[src/rtl/core/workgroup_min_penalty_picker_assert.svh]
// assertion macros for the work-group picker
// no dependencies
`ifndef WORKGROUP_MIN_PENALTY_PICKER_ASSERT_SVH
`define WORKGROUP_MIN_PENALTY_PICKER_ASSERT_SVH
// implication checked on every clock, off during reset
`define WMP_ASSERT_IMP(label, clk, rst, a, c, msg) \
  label: assert property (@(posedge clk) disable iff (rst) (a) |-> (c)) else $error(msg);
// next-cycle implication checked on every clock, off during reset
`define WMP_ASSERT_NEXT(label, clk, rst, a, c, msg) \
  label: assert property (@(posedge clk) disable iff (rst) (a) |=> (c)) else $error(msg);
`endif

[src/rtl/core/wmp_pkg.sv]
// package for the work-group picker: constants, state type, base shape helper
// no dependencies
`timescale 1ns / 1ps
`default_nettype none
package wmp_pkg;
  localparam int THREAD_BUDGET_DEF = 512;
  localparam int GRID_BITS_DEF     = 16;
  localparam int BASE_THREADS      = 128;
  localparam int NUM_BASE          = 8;
  localparam int SMALL_X           = 16;
  localparam int SMALL_Y           = 8;
  localparam int GRID_W            = 16;
  localparam int OUT_XY_W          = 10;
  localparam int OUT_Z_W           = 3;

  typedef enum logic [3:0] {
    ST_IDLE,
    ST_PAD_X,
    ST_PAD_Y,
    ST_MUL_A,
    ST_MUL_B,
    ST_SCAN,
    ST_LIN,
    ST_DONE
  } state_t;

  // log2 of base x for shape b; base y is 7 - that
  function automatic logic [2:0] base_x_log(input logic [2:0] b);
    base_x_log = 3'(7 - int'(b));
  endfunction
endpackage
`default_nettype wire

[src/rtl/core/wmp_divider.sv]
// shared radix-2 remainder unit: one quotient bit per cycle
// depends on wmp_pkg
`timescale 1ns / 1ps
`default_nettype none
module wmp_divider
  import wmp_pkg::*;
#(
  parameter int NUM_W = 16,
  parameter int DEN_W = 11
) (
  input  wire logic             clk,
  input  wire logic             rst,
  input  wire logic             start,
  input  wire logic [NUM_W-1:0] num,
  input  wire logic [DEN_W-1:0] den,
  output logic                  done,
  output logic [DEN_W-1:0]      rem
);
  localparam int CW = $clog2(NUM_W + 1);
  logic [NUM_W-1:0] shreg;
  logic [DEN_W:0]   part;
  logic [DEN_W-1:0] dreg;
  logic [CW-1:0]    cnt;
  logic             busy;
  logic [DEN_W+1:0] trial;

  // shift in the next numerator bit, subtract when it fits
  always_comb begin
    trial = {part, shreg[NUM_W-1]} - {2'b0, dreg};
  end

  always_ff @(posedge clk) begin
    if (rst) begin
      busy <= 1'b0;
      done <= 1'b0;
      cnt  <= '0;
    end else begin
      done <= 1'b0;
      if (start) begin
        busy <= 1'b1;
        cnt  <= CW'(NUM_W);
      end else if (busy) begin
        cnt <= cnt - 1'b1;
        if (cnt == CW'(1)) begin
          busy <= 1'b0;
          done <= 1'b1;
        end
      end
    end
  end

  // payload datapath
  always_ff @(posedge clk) begin
    if (start) begin
      shreg <= num;
      dreg  <= den;
      part  <= '0;
    end else if (busy) begin
      shreg <= {shreg[NUM_W-2:0], 1'b0};
      if (!trial[DEN_W+1]) part <= trial[DEN_W:0];
      else part <= {part[DEN_W-1:0], shreg[NUM_W-1]};
    end
  end

  assign rem = part[DEN_W-1:0];
endmodule
`default_nettype wire
[config.mk]
export PLATFORM = sky130hd
export DESIGN_NAME = wmp_divider
export DESIGN_NICKNAME = d
export VERILOG_FILES = /design/src/rtl/core/workgroup_min_penalty_picker_assert.svh /design/src/rtl/core/wmp_pkg.sv /design/src/rtl/core/wmp_divider.sv
export SDC_FILE = /design/constraint.sdc
export NUM_CORES = 1
export LEC_CHECK = 0
export BUFFER_PORTS_ARGS = -buffer_cell sky130_fd_sc_hd__buf_2
export CAP_MARGIN = 20
export CELL_PAD_IN_SITES_DETAIL_PLACEMENT = 2
export CELL_PAD_IN_SITES_GLOBAL_PLACEMENT = 2
export CORE_UTILIZATION = 30
export CTS_CLUSTER_SIZE = 8
export DETAILED_ROUTE_END_ITERATION = 10
export PLACE_DENSITY_LB_ADDON = 0.1
export SLEW_MARGIN = 20
export SYNTH_ARGS = -nofsm -noshare
export SYNTH_HDL_FRONTEND = slang
export SYNTH_SLANG_ARGS = --single-unit
[constraint.sdc]
create_clock -name clk -period 3.7 [get_ports clk]
set_clock_uncertainty 0.15 [all_clocks]
set_input_delay 0.925 -clock clk [delete_from_list [all_inputs] [get_ports clk]]
set_output_delay 0.925 -clock clk [all_outputs]
set_load 0.02 [all_outputs]
# Yosys cells after proc, flatten, opt, wreduce, memory -nomap -nowiden
# Index checks and enable logic that the tools add are counted.
# classes
n_bitwise	1
n_mux	9
magnitude_cmp	0
n_addsub	2
n_reduce_logical	3
mul	0
n_shift	0
eq_ne	1
div	0
# ops
operator	n
16-bit 2-to-1 mux	2
13-bit by 11-bit subtractor with 13-bit output	1
12-bit 2-to-1 mux	1
5-bit 2-to-1 mux	2
5-bit by 1-bit equality test with 1-bit output (second input constant)	1
5-bit by 1-bit subtractor with 5-bit output (second input constant)	1
1-bit 2-to-1 mux	4
3-bit OR reduction	1
2-bit nonzero test	1
2-bit OR reduction	1
1-bit inverter	1
# word_totals
n_memories	0
latchBits	0
romBits	0
ramBits	0
register_bits	46
word_cells	23

# Longest topological paths before layout
# logic_depth
depth_word	4
depth_mapped	11
ltp_nobuf	10

# Worst setup path after synthesis
# No wires, ideal clock.
# synth_timing
path_type	register to register
startpoint	reg shreg[15]
endpoint	reg part[9]
required_ns	3.462
arrival_ns	2.374
path_stages_with_launch	12
setup_ns	0.088
setup_slack_ns	1.088
cell_sequence	edfxtp_1 inv_1 ha_1 inv_1 fa_1 a211oi_2 o21ai_2 a211o_2 a21oi_4 buf_6 o21ai_0 a311oi_2
# synth_via
elab_chain_cells	2
# synth_lines
item	line	rtl
start, declared	wmp_divider.sv:20	logic [NUM_W-1:0] shreg;
start signal, assigned	wmp_divider.sv:55	shreg <= num;
start signal, assigned	wmp_divider.sv:59	shreg <= {shreg[NUM_W-2:0], 1'b0};
13-bit by 11-bit subtractor with 13-bit output	wmp_divider.sv:29	trial = {part, shreg[NUM_W-1]} - {2'b0, dreg};
12-bit 2-to-1 mux	wmp_divider.sv:60	if (!trial[DEN_W+1]) part <= trial[DEN_W:0];
end signal, assigned	wmp_divider.sv:60	
end signal, assigned	wmp_divider.sv:61	else part <= {part[DEN_W-1:0], shreg[NUM_W-1]};
end, declared	wmp_divider.sv:21	logic [DEN_W:0] part;
# No other way between the ends.
# A chain may end at the register's enable or synchronous reset.

# Final worst setup path
# Same ends and word-level chain as after synthesis.

==> impl_results.html <==
<table>
<tr><th>Metric</th><th>Value</th></tr>
<tr><th colspan="2">Worst setup path</th></tr>
<tr><td>Largest stage delay, worst path</td><td>460 ps</td></tr>
<tr><td>Critical path peak fanout</td><td>11</td></tr>
<tr><td>Worst Setup End Kind</td><td>flip-flop</td></tr>
<tr><td>Worst-case register-to-register setup slack</td><td>710 ps</td></tr>
<tr><td>Element type at the critical path start</td><td>flip-flop</td></tr>
<tr><td>Crit path required time</td><td>3770 ps</td></tr>
<tr><td>Critical Path AT</td><td>3060 ps</td></tr>
<tr><td>Start-to-end type of the worst setup path</td><td>flip-flop to flip-flop</td></tr>
<tr><td>CP most frequent cell</td><td>sky130_fd_sc_hd__inv_1</td></tr>
<tr><td>Gate family responsible for the most delay along the worst path</td><td>compound AO/OA/AOI/OAI gates</td></tr>
<tr><td>Register-to-Register Path Depth</td><td>10</td></tr>
<tr><td>Crit path buffers/inverters</td><td>2</td></tr>
<tr><td>Startpoint of the worst register-to-register path</td><td>shreg[15]</td></tr>
<tr><td>Cells along the critical path</td><td>inv_1, ha_1, inv_1, fa_1, a211oi_2, o21ai_2, a211o_2, a21oi_4, o21ai_0, a311oi_2</td></tr>
<tr><td>Worst-path cell with the longest stage delay</td><td>sky130_fd_sc_hd__fa_1</td></tr>
<tr><td>Worst R2R End</td><td>part[9]</td></tr>
<tr><th colspan="2">Floorplanning</th></tr>
<tr><td>Die boundary height</td><td>97.5 um</td></tr>
<tr><td>Count of standard-cell rows</td><td>34</td></tr>
<tr><td>Initial core utilization</td><td>0.312</td></tr>
<tr><td>Overall die area</td><td>9500 um^2</td></tr>
<tr><td>Number of top-level pins</td><td>42</td></tr>
<tr><td>Area of the core region</td><td>8760 um^2</td></tr>
<tr><td>Width of the die</td><td>97.5 um</td></tr>
<tr><th colspan="2">CTS</th></tr>
<tr><td>Num Clock Sinks</td><td>46</td></tr>
<tr><td>Hold-fix buffer count after cts</td><td>0</td></tr>
<tr><td>Count of instances resized after the clock tree is built</td><td>0</td></tr>
<tr><td>Number of buffers inserted by post-CTS setup repair</td><td>0</td></tr>
<tr><td>TritonCTS clock tree</td><td>built</td></tr>
<tr><td>Maximum level of the CTS H-tree</td><td>2</td></tr>
<tr><td>Cell at the root of the clock tree</td><td>sky130_fd_sc_hd__clkbuf_8</td></tr>
<tr><td>Clock buffer depth</td><td>2</td></tr>
<tr><td>Number of buffers inserted during clock tree synthesis</td><td>5</td></tr>
<tr><td>Clock Latency Late Sink</td><td>300 ps</td></tr>
<tr><td>Clk pin slew, worst setup/hold paths</td><td>90 ps</td></tr>
<tr><th colspan="2">Synth</th></tr>
<tr><td>Count of distinct cell types in the synthesized netlist</td><td>57</td></tr>
<tr><td>EDFF count, synth</td><td>27</td></tr>
<tr><td>Yosys warns</td><td>0</td></tr>
<tr><td>Cell types with the largest area share after synthesis</td><td>sky130_fd_sc_hd__edfxtp_1, sky130_fd_sc_hd__dfxtp_1, sky130_fd_sc_hd__mux2_2, sky130_fd_sc_hd__ha_1, sky130_fd_sc_hd__buf_4</td></tr>
<tr><td>Synth Flop Type</td><td>sky130_fd_sc_hd__edfxtp_1</td></tr>
<tr><td>Synthesized netlist cell count</td><td>263</td></tr>
<tr><td>Post-synthesis cell area</td><td>2730 um^2</td></tr>
<tr><td>Area share of the leading cell type in the synthesized netlist</td><td>0.297</td></tr>
<tr><td>Syn_area_per_cell</td><td>10.4 um^2</td></tr>
<tr><td>Post-synth top area cell</td><td>sky130_fd_sc_hd__edfxtp_1</td></tr>
<tr><td>Total of flip-flops plus latches after synthesis</td><td>46</td></tr>
<tr><td>Synthesized net count</td><td>307</td></tr>
<tr><td>Async S/R FF share, synth</td><td>0</td></tr>
<tr><td>Proportion of synthesized chip area in sequential cells</td><td>0.436</td></tr>
<tr><th colspan="2">Power and ir drop</th></tr>
<tr><td>Total power after layout</td><td>0.00135 W</td></tr>
<tr><td>Static leakage power</td><td>1.22 nW</td></tr>
<tr><td>Maximum resistive drop on vdd</td><td>180 uV</td></tr>
<tr><td>Pwr Density</td><td>445 nW/um^2</td></tr>
<tr><th colspan="2">Detailed routing</th></tr>
<tr><td>Met3 layer wire length in the routed design</td><td>208 um</td></tr>
<tr><td>Routed wire length on met2</td><td>3.10 mm</td></tr>
<tr><td>Initial detailed-routing violation count</td><td>66</td></tr>
<tr><td>Routed length per instance</td><td>17.0 um</td></tr>
<tr><td>Wire length the detailed router placed on met1</td><td>3.43 mm</td></tr>
<tr><td>Total Routed Length</td><td>6.81 mm</td></tr>
<tr><td>ANT nets after route</td><td>0</td></tr>
<tr><td>TritonRoute pass-1 iters</td><td>4</td></tr>
<tr><td>DRC violations left</td><td>0</td></tr>
<tr><td>Uppermost routed layer</td><td>met4</td></tr>
<tr><td>Ratio of routed vias to standard cells</td><td>5.14</td></tr>
<tr><td>Via count</td><td>2,057</td></tr>
<tr><th colspan="2">Final layout</th></tr>
<tr><td>Most frequent cells in the layout</td><td>sky130_fd_sc_hd__buf_2, sky130_fd_sc_hd__edfxtp_1, sky130_fd_sc_hd__inv_1, sky130_fd_sc_hd__nor2_1, sky130_fd_sc_hd__dfxtp_1</td></tr>
<tr><td>Area growth from synthesis to final layout</td><td>10.7%</td></tr>
<tr><td>Antenna diode count</td><td>0</td></tr>
<tr><td>Final Net Count</td><td>335</td></tr>
<tr><td>Most frequent standard cell in the layout excluding fill and tap cells</td><td>sky130_fd_sc_hd__buf_2</td></tr>
<tr><td>Layout cells sized above 1</td><td>0.277</td></tr>
<tr><td>Final design utilization</td><td>0.345</td></tr>
<tr><td>Non-filler cells in the finished layout</td><td>400</td></tr>
<tr><th colspan="2">Timing</th></tr>
<tr><td>Worst setup margin</td><td>709 ps</td></tr>
<tr><td>Slew @ Worst Pin</td><td>759 ps</td></tr>
<tr><td>Number of hold-slack violations in the final timing report</td><td>0</td></tr>
<tr><td>Post-route setup TNS</td><td>0 ps</td></tr>
<tr><td>Final number of max-transition violations</td><td>0</td></tr>
<tr><td>Worst-case headroom to the max-slew limit</td><td>0.491</td></tr>
<tr><td>Part of the cycle the worst path needs</td><td>0.808</td></tr>
<tr><td>Min Clock Period, post-route</td><td>2990 ps</td></tr>
<tr><td>Setup-failing EPs final</td><td>0</td></tr>
<tr><td>Unrepaired setup endpoints after global routing</td><td>false</td></tr>
<tr><td>Max Clk Rate</td><td>334 MHz</td></tr>
<tr><th colspan="2">Worst hold path</th></tr>
<tr><td>Hold path cells</td><td>2</td></tr>
<tr><td>Min-Delay Path Class</td><td>flip-flop to flip-flop</td></tr>
<tr><td>Hold Path Origin</td><td>cnt[1]</td></tr>
<tr><td>Destination of the worst hold path</td><td>cnt[1]</td></tr>
<tr><th colspan="2">Placed design</th></tr>
<tr><td>Buffers on Ports</td><td>41</td></tr>
<tr><td>Cell count after placement</td><td>392</td></tr>
<tr><td>Detailed placer's ending HPWL</td><td>5.06 mm</td></tr>
<tr><td>Post-placement setup slack</td><td>751 ps</td></tr>
<tr><td>Gpl congestion</td><td>0.760</td></tr>
<tr><th colspan="2">Job</th></tr>
<tr><td>Reported max-cap violation count</td><td>0</td></tr>
<tr><th colspan="2">Run status</th></tr>
<tr><td>Status</td><td>completed</td></tr>
<tr><th colspan="2">Global route</th></tr>
<tr><td>Antenna violations before repair</td><td>0</td></tr>
<tr><td>Pin count of the biggest net entering global routing</td><td>28</td></tr>
<tr><td>GR Overflow Total</td><td>0</td></tr>
<tr><td>Number of global-route vias before repair</td><td>2,253</td></tr>
<tr><td>Wire length of the first global-routing pass</td><td>11.4 mm</td></tr>
<tr><td>GRT Total Usage</td><td>0.151</td></tr>
</table>
## worst reg2reg max path: stages (launching register included)
cell and delay, ps:
sky130_fd_sc_hd__edfxtp_1 390, sky130_fd_sc_hd__inv_1 70, sky130_fd_sc_hd__ha_1 150, sky130_fd_sc_hd__inv_1 50
sky130_fd_sc_hd__fa_1 460, sky130_fd_sc_hd__a211oi_2 320, sky130_fd_sc_hd__o21ai_2 130, sky130_fd_sc_hd__a211o_2 400
sky130_fd_sc_hd__a21oi_4 330, sky130_fd_sc_hd__o21ai_0 170, sky130_fd_sc_hd__a311oi_2 290
## metrics by stage
| step | hold slack, ps | instance area (um^2) |
|---|---|---|
| after floorplan | 318 | 2730 |
| after global placement | 346 | 2940 |
| after detailed placement | 370 | 2940 |
| after CTS | 379 | 3030 |
| after global routing | 409 | 3030 |
| final | 368 | 3030 |
## metal layers
metal / vias up / track usage
met1: 1010 / 0.206
met2: 28 / 0.243
li1: 1014 / -
met3: 5 / 0.0281
met5: - / 0
met4: 0 / 0.0407
## kinds of logic (layout without fill, tap and decap cells)
group	after synthesis	count (layout)	share of synthesized area
xor+xnor	10	10	0.0320
flops	46	46	0.436
compound gates	66	66	0.183
fa+ha+maj	14	14	0.0668
buf+inv	44	73	0.0879
simple gates	66	66	0.126
mux	17	17	0.0691
## layout make-up
cell class	count	area, um^2
flip-flops and latches	46	1190
fillers	973	5740
repair buffers	44	228
clock buffers	6	72.6
well taps	108	135
inverters	21	78.8
clock inverters	2	13.8
multi-input cells	173	1310
## cells in the mapped netlist (4+ instances only)
master,number
sky130_fd_sc_hd__nand2_1,8
sky130_fd_sc_hd__ha_1,13
sky130_fd_sc_hd__edfxtp_1,27
sky130_fd_sc_hd__xnor2_1,7
sky130_fd_sc_hd__a311oi_1,7
sky130_fd_sc_hd__buf_4,11
sky130_fd_sc_hd__mux2_2,15
sky130_fd_sc_hd__nor2_1,19
sky130_fd_sc_hd__o21ai_0,7
sky130_fd_sc_hd__nand4_1,4
sky130_fd_sc_hd__inv_1,21
sky130_fd_sc_hd__nor3_1,7
sky130_fd_sc_hd__nand3_1,8
sky130_fd_sc_hd__a21o_1,5
sky130_fd_sc_hd__clkbuf_1,4
sky130_fd_sc_hd__dfxtp_1,19
sky130_fd_sc_hd__a21oi_1,8
sky130_fd_sc_hd__o21ai_1,13
## state kept, by name, indices dropped and copies added, names as in the netlist
register,flops
dreg,11
shreg,16
cnt,5
done,1
busy,1
part,12
## power by group
part,total [W],switching (W),internal [W]
clock network,0.000316,0.000182,0.000134
logic,0.000402,0.000238,0.000165
registers,0.000629,0.0000350,0.000594
total,0.00135,0.000455,0.000893
## worst max-delay path by stage
stage | to | startpoint | cells after the start | slack (ps)
after CTS | part[9] | shreg[15] | 10 | 710
after floorplan | part[9] | shreg[15] | 11 | 1090
final | part[9] | shreg[15] | 10 | 710
after global placement | part[9] | shreg[15] | 10 | 550
after detailed placement | part[9] | shreg[15] | 10 | 750
after global routing | part[9] | shreg[15] | 10 | 580
Power figures use the tool's default switching activity.
